**src/rtl/bsw_pkg.sv**
```systemverilog
// Shared types and constants for the bounded semaphore wait queue.
// No dependencies; every other file in rtl/ imports this package.
package bsw_pkg;

  // Sizes
  localparam int QUEUE_DEPTH = 16;
  localparam int ID_W        = 8;
  localparam int COUNT_W     = 16;
  localparam int PTR_W       = $clog2(QUEUE_DEPTH);
  localparam int TOTAL_W     = $clog2(QUEUE_DEPTH + 1);
  localparam int APB_AW      = 3;
  localparam int APB_DW      = 32;

  // Request codes
  localparam logic [1:0] REQ_SIGNAL  = 2'd0;
  localparam logic [1:0] REQ_WAIT    = 2'd1;
  localparam logic [1:0] REQ_RELEASE = 2'd2;

  // Event codes
  localparam logic [2:0] EV_GRANTED  = 3'd0;
  localparam logic [2:0] EV_QUEUED   = 3'd1;
  localparam logic [2:0] EV_RAISED   = 3'd2;
  localparam logic [2:0] EV_AT_BOUND = 3'd3;
  localparam logic [2:0] EV_WOKEN    = 3'd4;
  localparam logic [2:0] EV_FULL     = 3'd5;

  // Register indexes (paddr[2])
  localparam logic REG_INIT_COUNT = 1'b0;
  localparam logic REG_COUNT_BOUND = 1'b1;

  // Input and result words
  typedef struct packed {
    logic [1:0]      req_type;
    logic [ID_W-1:0] waiter_id;
  } req_t;

  typedef struct packed {
    logic [2:0]         event_code;
    logic [ID_W-1:0]    woken_id;
    logic [COUNT_W-1:0] count_now;
    logic               last_result;
  } res_t;

  // Controller states
  typedef enum logic {
    ST_IDLE,
    ST_DRAIN
  } state_e;

  // Datapath operations
  typedef enum logic [1:0] {
    OP_NONE,
    OP_SIGNAL,
    OP_WAIT,
    OP_DRAIN
  } op_e;

  typedef struct packed {
    op_e             op;
    logic [ID_W-1:0] waiter_id;
  } cmd_t;

  typedef struct packed {
    logic empty;
    logic one_left;
  } status_t;

  // Circular pointer advance
  function automatic logic [PTR_W-1:0] next_slot(input logic [PTR_W-1:0] p);
    logic [PTR_W-1:0] r;
    if (p == PTR_W'(QUEUE_DEPTH - 1)) r = '0;
    else r = p + PTR_W'(1);
    return r;
  endfunction

endpackage

```
**src/rtl/bounded_semaphore_wait_queue.sv**
```systemverilog
// Top level of the bounded semaphore wait queue: APB decode, controller, datapath.
// Depends on bsw_pkg, bsw_ctrl and bsw_datapath.
//
//   channel  | handshake                      | word
//   ---------+--------------------------------+-----------------------------
//   request  | start / busy                   | req_i (req_type, waiter_id)
//   result   | result_valid_o, one-cycle pulse| result_o (event, id, count, last)
//   config   | APB psel/penable/pwrite        | pwdata, prdata at paddr 0, 4
//
// Signal and wait results appear the cycle after start is accepted.
// Release-all emits one woken waiter per cycle from the queue head; busy is
// high while every waiter after the first is drained.
// An empty release and request code 3 produce nothing.
// Reset clears count, pointers and fill count; the queue needs no clearing pass.
// The receiver cannot stall: each result word is shown for exactly one cycle.
module bounded_semaphore_wait_queue import bsw_pkg::*; (
  input  logic              clk_i,
  input  logic              rst_ni,
  input  logic              start,
  output logic              busy,
  input  req_t              req_i,
  output logic              result_valid_o,
  output res_t              result_o,
  input  logic              psel,
  input  logic              penable,
  input  logic              pwrite,
  input  logic [APB_AW-1:0] paddr,
  input  logic [APB_DW-1:0] pwdata,
  output logic [APB_DW-1:0] prdata,
  output logic              pready
);

  cmd_t    cmd;
  status_t status;
  logic    cfg_we;

  // APB: zero-wait, write on access phase
  assign pready = 1'b1;
  assign cfg_we = psel && penable && pwrite && pready;

  bsw_ctrl u_ctrl (
    .clk_i    (clk_i),
    .rst_ni   (rst_ni),
    .start    (start),
    .req_i    (req_i),
    .status_i (status),
    .busy     (busy),
    .cmd_o    (cmd)
  );

  bsw_datapath u_datapath (
    .clk_i          (clk_i),
    .rst_ni         (rst_ni),
    .cfg_we_i       (cfg_we),
    .cfg_idx_i      (paddr[2]),
    .cfg_wdata_i    (pwdata[COUNT_W-1:0]),
    .cfg_rdata_o    (prdata),
    .cmd_i          (cmd),
    .status_o       (status),
    .result_valid_o (result_valid_o),
    .result_o       (result_o)
  );

endmodule

```
**src/rtl/bsw_ctrl.sv**
```systemverilog
// Controller state machine of the semaphore wait queue.
// Depends on bsw_pkg; drives the datapath with one command per cycle.
module bsw_ctrl import bsw_pkg::*; (
  input  logic    clk_i,
  input  logic    rst_ni,
  input  logic    start,
  input  req_t    req_i,
  input  status_t status_i,
  output logic    busy,
  output cmd_t    cmd_o
);

  state_e state_q, state_d;
  logic   accept;

  assign accept = start && (state_q == ST_IDLE);

  // State register
  always_ff @(posedge clk_i or negedge rst_ni) begin
    if (!rst_ni) begin
      state_q <= ST_IDLE;
    end else begin
      state_q <= state_d;
    end
  end

  // Next state: a release with more than one waiter keeps draining
  always_comb begin
    state_d = state_q;
    unique case (state_q)
      ST_IDLE: begin
        if (accept && req_i.req_type == REQ_RELEASE &&
            !status_i.empty && !status_i.one_left) begin
          state_d = ST_DRAIN;
        end
      end
      ST_DRAIN: begin
        if (status_i.one_left) state_d = ST_IDLE;
      end
      default: state_d = ST_IDLE;
    endcase
  end

  // Outputs: command decode
  always_comb begin
    busy            = 1'b0;
    cmd_o.op        = OP_NONE;
    cmd_o.waiter_id = req_i.waiter_id;
    unique case (state_q)
      ST_IDLE: begin
        if (accept) begin
          unique case (req_i.req_type)
            REQ_SIGNAL:  cmd_o.op = OP_SIGNAL;
            REQ_WAIT:    cmd_o.op = OP_WAIT;
            REQ_RELEASE: cmd_o.op = status_i.empty ? OP_NONE : OP_DRAIN;
            default:     cmd_o.op = OP_NONE;
          endcase
        end
      end
      ST_DRAIN: begin
        busy     = 1'b1;
        cmd_o.op = OP_DRAIN;
      end
      default: begin
        busy = 1'b0;
      end
    endcase
  end

endmodule

```
**src/rtl/bsw_datapath.sv**
```systemverilog
// Datapath: semaphore count, waiter queue, config registers, result register.
// Depends on bsw_pkg; commanded by bsw_ctrl.
module bsw_datapath import bsw_pkg::*; (
  input  logic               clk_i,
  input  logic               rst_ni,
  input  logic               cfg_we_i,
  input  logic               cfg_idx_i,
  input  logic [COUNT_W-1:0] cfg_wdata_i,
  output logic [APB_DW-1:0]  cfg_rdata_o,
  input  cmd_t               cmd_i,
  output status_t            status_o,
  output logic               result_valid_o,
  output res_t               result_o
);

  logic [COUNT_W-1:0] init_q, bound_q;
  logic [COUNT_W-1:0] count_q, count_d;
  logic [PTR_W-1:0]   head_q, head_d, tail_q, tail_d;
  logic [TOTAL_W-1:0] total_q, total_d;
  logic [ID_W-1:0]    store_q [QUEUE_DEPTH];
  logic               store_we;
  logic [ID_W-1:0]    head_id;
  logic               valid_q, valid_d;
  res_t               res_q, res_d;

  assign head_id           = store_q[head_q];
  assign status_o.empty    = (total_q == '0);
  assign status_o.one_left = (total_q == TOTAL_W'(1));

  // Config registers
  always_ff @(posedge clk_i or negedge rst_ni) begin
    if (!rst_ni) begin
      init_q  <= '0;
      bound_q <= '1;
    end else if (cfg_we_i) begin
      if (cfg_idx_i == REG_INIT_COUNT) init_q <= cfg_wdata_i;
      else bound_q <= cfg_wdata_i;
    end
  end

  assign cfg_rdata_o = (cfg_idx_i == REG_INIT_COUNT) ? APB_DW'(init_q) : APB_DW'(bound_q);

  // Step logic
  always_comb begin
    count_d  = count_q;
    head_d   = head_q;
    tail_d   = tail_q;
    total_d  = total_q;
    store_we = 1'b0;
    valid_d  = 1'b0;
    res_d.event_code  = EV_GRANTED;
    res_d.woken_id    = '0;
    res_d.last_result = 1'b1;
    unique case (cmd_i.op)
      OP_SIGNAL: begin
        valid_d = 1'b1;
        if (total_q != '0) begin
          res_d.event_code = EV_WOKEN;
          res_d.woken_id   = head_id;
          head_d           = next_slot(head_q);
          total_d          = total_q - TOTAL_W'(1);
        end else if (count_q < bound_q) begin
          res_d.event_code = EV_RAISED;
          count_d          = count_q + COUNT_W'(1);
        end else begin
          res_d.event_code = EV_AT_BOUND;
        end
      end
      OP_WAIT: begin
        valid_d = 1'b1;
        if (count_q != '0) begin
          res_d.event_code = EV_GRANTED;
          count_d          = count_q - COUNT_W'(1);
        end else if (total_q < TOTAL_W'(QUEUE_DEPTH)) begin
          res_d.event_code = EV_QUEUED;
          store_we         = 1'b1;
          tail_d           = next_slot(tail_q);
          total_d          = total_q + TOTAL_W'(1);
        end else begin
          res_d.event_code = EV_FULL;
        end
      end
      OP_DRAIN: begin
        valid_d           = 1'b1;
        res_d.event_code  = EV_WOKEN;
        res_d.woken_id    = head_id;
        res_d.last_result = status_o.one_left;
        total_d           = total_q - TOTAL_W'(1);
        // queue emptied: both pointers restart at slot zero
        if (status_o.one_left) begin
          head_d = '0;
          tail_d = '0;
        end else begin
          head_d = next_slot(head_q);
        end
      end
      default: begin
        valid_d = 1'b0;
      end
    endcase
    // Writing the initial count reloads the semaphore
    if (cfg_we_i && cfg_idx_i == REG_INIT_COUNT) count_d = cfg_wdata_i;
    res_d.count_now = count_d;
  end

  // Control state
  always_ff @(posedge clk_i or negedge rst_ni) begin
    if (!rst_ni) begin
      count_q <= '0;
      head_q  <= '0;
      tail_q  <= '0;
      total_q <= '0;
      valid_q <= 1'b0;
    end else begin
      count_q <= count_d;
      head_q  <= head_d;
      tail_q  <= tail_d;
      total_q <= total_d;
      valid_q <= valid_d;
    end
  end

  // Waiter store and result word
  always_ff @(posedge clk_i) begin
    if (store_we) store_q[tail_q] <= cmd_i.waiter_id;
    res_q <= res_d;
  end

  assign result_valid_o = valid_q;
  assign result_o       = res_q;

endmodule

```
**config.mk**
```make
export PLATFORM = sky130hd
export DESIGN_NAME = bounded_semaphore_wait_queue
export DESIGN_NICKNAME = d
export VERILOG_FILES = /design/src/rtl/bsw_pkg.sv /design/src/rtl/bounded_semaphore_wait_queue.sv /design/src/rtl/bsw_ctrl.sv /design/src/rtl/bsw_datapath.sv
export SDC_FILE = /design/constraint.sdc
export NUM_CORES = 1
export LEC_CHECK = 0
export BUFFER_PORTS_ARGS = -buffer_cell sky130_fd_sc_hd__buf_2
export CAP_MARGIN = 20
export CORE_MARGIN = 2
export CORE_UTILIZATION = 45
export CTS_CLUSTER_DIAMETER = 40
export CTS_CLUSTER_SIZE = 16
export DETAILED_ROUTE_END_ITERATION = 12
export HOLD_SLACK_MARGIN = 0.06
export PLACE_DENSITY = 0.75
export SLEW_MARGIN = 20
export SYNTH_ARGS = -nofsm -noshare
export SYNTH_HDL_FRONTEND = slang
export SYNTH_SLANG_ARGS = --single-unit
```
**constraint.sdc**
```tcl
create_clock -name clk_i -period 4.1 [get_ports clk_i]
set_input_delay 0.205 -clock clk_i [delete_from_list [all_inputs] [get_ports clk_i]]
set_output_delay 0.205 -clock clk_i [all_outputs]
set_load 0.005 [all_outputs]
```
==> results.json <==
{
  "drtPass1Iterations": 5,
  "clkSlewWorstSetupHoldPaths_ps": 60,
  "critPathKind": "reg2reg",
  "hold_class": "in2reg",
  "rsz0062_at_grt": "no",
  "clkSinkCount": 219,
  "status": "complete, no violations",
  "worst_setup_path_end_kind": "flop",
  "crit_path_start_kind": "flop",
  "dieArea_um2": 23800,
  "grt_pass1_vias": 6643,
  "track_usage_pct": 19.2,
  "area_growth_pct": 18.1,
  "synth_flop_cell": "edfxtp_1",
  "cts_setup_buffers": 0,
  "fin_nets": 963,
  "synth_area_leader_cell": "edfxtp_1",
  "cts_tree": "done",
  "placed_cells": 1112,
  "clock-skew-final_ps": 22.6,
  "stdcell_area_um2": 12000,
  "drtAntennaViolNets": 0,
  "cp.required_ps": 4460,
  "async_reset_ff_share_pct": 28.8,
  "place_hpwl_um": 15200,
  "numCtsBuffers": 29,
  "netlist_area_um2": 10200,
  "h-tree-depth": 1,
  "coreArea_um2": 22400,
  "drc": 0,
  "die_w_um": 154,
  "drv_slew": 0,
  "wirelength_um": 22500,
  "period_share_pct": 76.7,
  "finalSetupViolCount": 0,
  "viasPerCell": 5.65,
  "grt_start_max_net_pins": 34,
  "p_leak_nw": 4.72,
  "synth_top_cell_area_share_pct": 37.8,
  "die_y_um": 154,
  "vdd_drop_max_mv": 0.365,
  "synth.top_cells.by_area": "edfxtp_1, dfrtp_1, mux4_2",
  "fmax_mhz": 318,
  "drv_cap": 0,
  "num_rows": 55,
  "ioPinCount": 114,
  "overflow": 0,
  "ys_ff_latch": 219,
  "synth_edf_count": 128,
  "post-place-ws_ps": 926,
  "grt_pass1_wl_um": 36500,
  "antenna_found_initial": 0,
  "post-route-min-period_ps": 3150,
  "ys_types": 72,
  "final_common_cell": "edfxtp_1",
  "hold_violations": 0,
  "vias": 6716,
  "gp_congestion": 0.930,
  "cts_resized": 0,
  "wl_per_cell_um": 19.0,
  "drtIter0Drc": 568,
  "io_buffers": 78,
  "final_cell_mix": "edfxtp_1, nand2_1, buf_2",
  "setup_slack_ps": 954,
  "yosysWarnings": 0,
  "drive_above_1_share_pct": 27.5,
  "netlist_instances": 776,
  "clk_latency_ps": 530,
  "p_per_area_nw_per_um2": 674,
  "root_buffer": "clkbuf_16",
  "dpl_cell_area_um2": 10800,
  "ys_seq_area_share_pct": 59.0,
  "clockBufferDepth": 3,
  "finalSetupTns_ps": 0,
  "start_util_pct": 45.4,
  "worst_pin_slew_ps": 1030,
  "syn_avg_cell_area_um2": 13.1,
  "post-route-util_pct": 53.6,
  "diodes": 0,
  "relSlewSlack_pct": 30.9,
  "arrival_ps": 3510,
  "fin_cells": 1188,
  "critPathMaxFanout": 29
}
==> logic make-up after synthesis <==
kind of cell,Yosys count,synth area share [%]
mux,82,13.4
compound gates,111,7.55
other cells,2,0.0738
flops,219,59.0
fa+ha+maj,30,3.69
buf+inv,89,4.17
simple gates,236,11.6
xor+xnor,7,0.602
==> layout make-up <==
class                      count  area, um2
timing repair buffer         119        758
clock buffer                  35        768
multi-input combinational    483       3810
sequential                   219       6000
clock inverter                17        210
tap                          285        357
inverter                      30        113
fill                        1838      10400
==> worst paths after layout <==
check	startpoint	end	slack (ps)	cells past startpoint
worst min register to register	u_datapath.init_q[11]	u_datapath.init_q[11]	470	2
worst min-delay path	req_i[2]	u_datapath.store_q[9][2]	80	1
worst max-delay path	u_datapath.total_q[0]	u_datapath.count_q[4]	950	12
min in group asynchronous	rst_ni	u_datapath.init_q[8]	270	2
worst max register to register	u_datapath.total_q[0]	u_datapath.count_q[4]	950	12
max in group asynchronous	rst_ni	u_datapath.bound_q[2]	2900	3
==> routing by layer <==
layer  up-vias  part of all wire [%]  GRT usage [%]
li1       3090                     -              -
met1      3349                    44           27.2
met2       242                    47           30.9
met3        35                   6.4           3.05
met4         0                   1.8           5.29
met5         -                     0              0
==> worst max-delay path: stages, from the launching register on <==
cell      delay (ps)
dfrtp_1          450
inv_1            110
ha_1             170
nor4b_4          180
buf_4            210
a21oi_1           80
nor2_1           230
ha_1             220
buf_4            300
nand2_1          290
nor2_1           230
a211oi_1         100
o22ai_1          390
==> cell usage after synthesis, drive strengths merged (4+ instances only) <==
| cell | number |
|---|---|
| nor2 | 49 |
| mux2 | 32 |
| nand4 | 14 |
| nand2 | 86 |
| dfxtp | 28 |
| and3 | 9 |
| nand3 | 18 |
| dfstp | 16 |
| o31ai | 6 |
| edfxtp | 128 |
| inv | 29 |
| nor3 | 14 |
| mux4 | 40 |
| buf | 32 |
| xor2 | 4 |
| nand2b | 5 |
| a211oi | 5 |
| o41ai | 4 |
| ha | 30 |
| or2 | 5 |
| clkbuf | 27 |
| mux2i | 10 |
| o221ai | 4 |
| or4 | 4 |
| dfrtp | 47 |
| a21oi | 24 |
| nor4 | 4 |
| o21ai | 27 |
| and4 | 4 |
| a31oi | 5 |
| or3 | 6 |
| nor2b | 11 |
==> registers in the layout (all words and copies together) (netlist names) <==
name and flops:
u_ctrl.state_q 1, u_datapath.head_q 4, u_datapath.result_o 28, u_datapath.count_q 16, u_datapath.total_q 5, u_datapath.tail_q 4, u_datapath.store_q 128, u_datapath.result_valid_o 1
u_datapath.bound_q 16, u_datapath.init_q 16
==> through the flow <==
step | total power, W | hold WS, ps
finish | 0.00811 | 77.1
global route | 0.00855 | 74.0
CTS | 0.00814 | 62.1
detailed placement | 0.00558 | 306
global placement | 0.00551 | 300
floorplan | 0.00485 | -90.6
==> report_power, final <==
group / internal [W] / switching (W) / leakage (nW)
clock: 0.00154 / 0.000964 / 0.474
sequential: 0.00268 / 0.000452 / 2.14
combinational: 0.00116 / 0.00130 / 2.11
total: 0.00539 / 0.00272 / 4.72
==> what timing repair did <==
action	in CTS	in global routing
endpoints found under the hold margin	167	0
endpoints found under the setup margin	0	0
hold buffers	24	0
(Power assumes the default switching activity.)
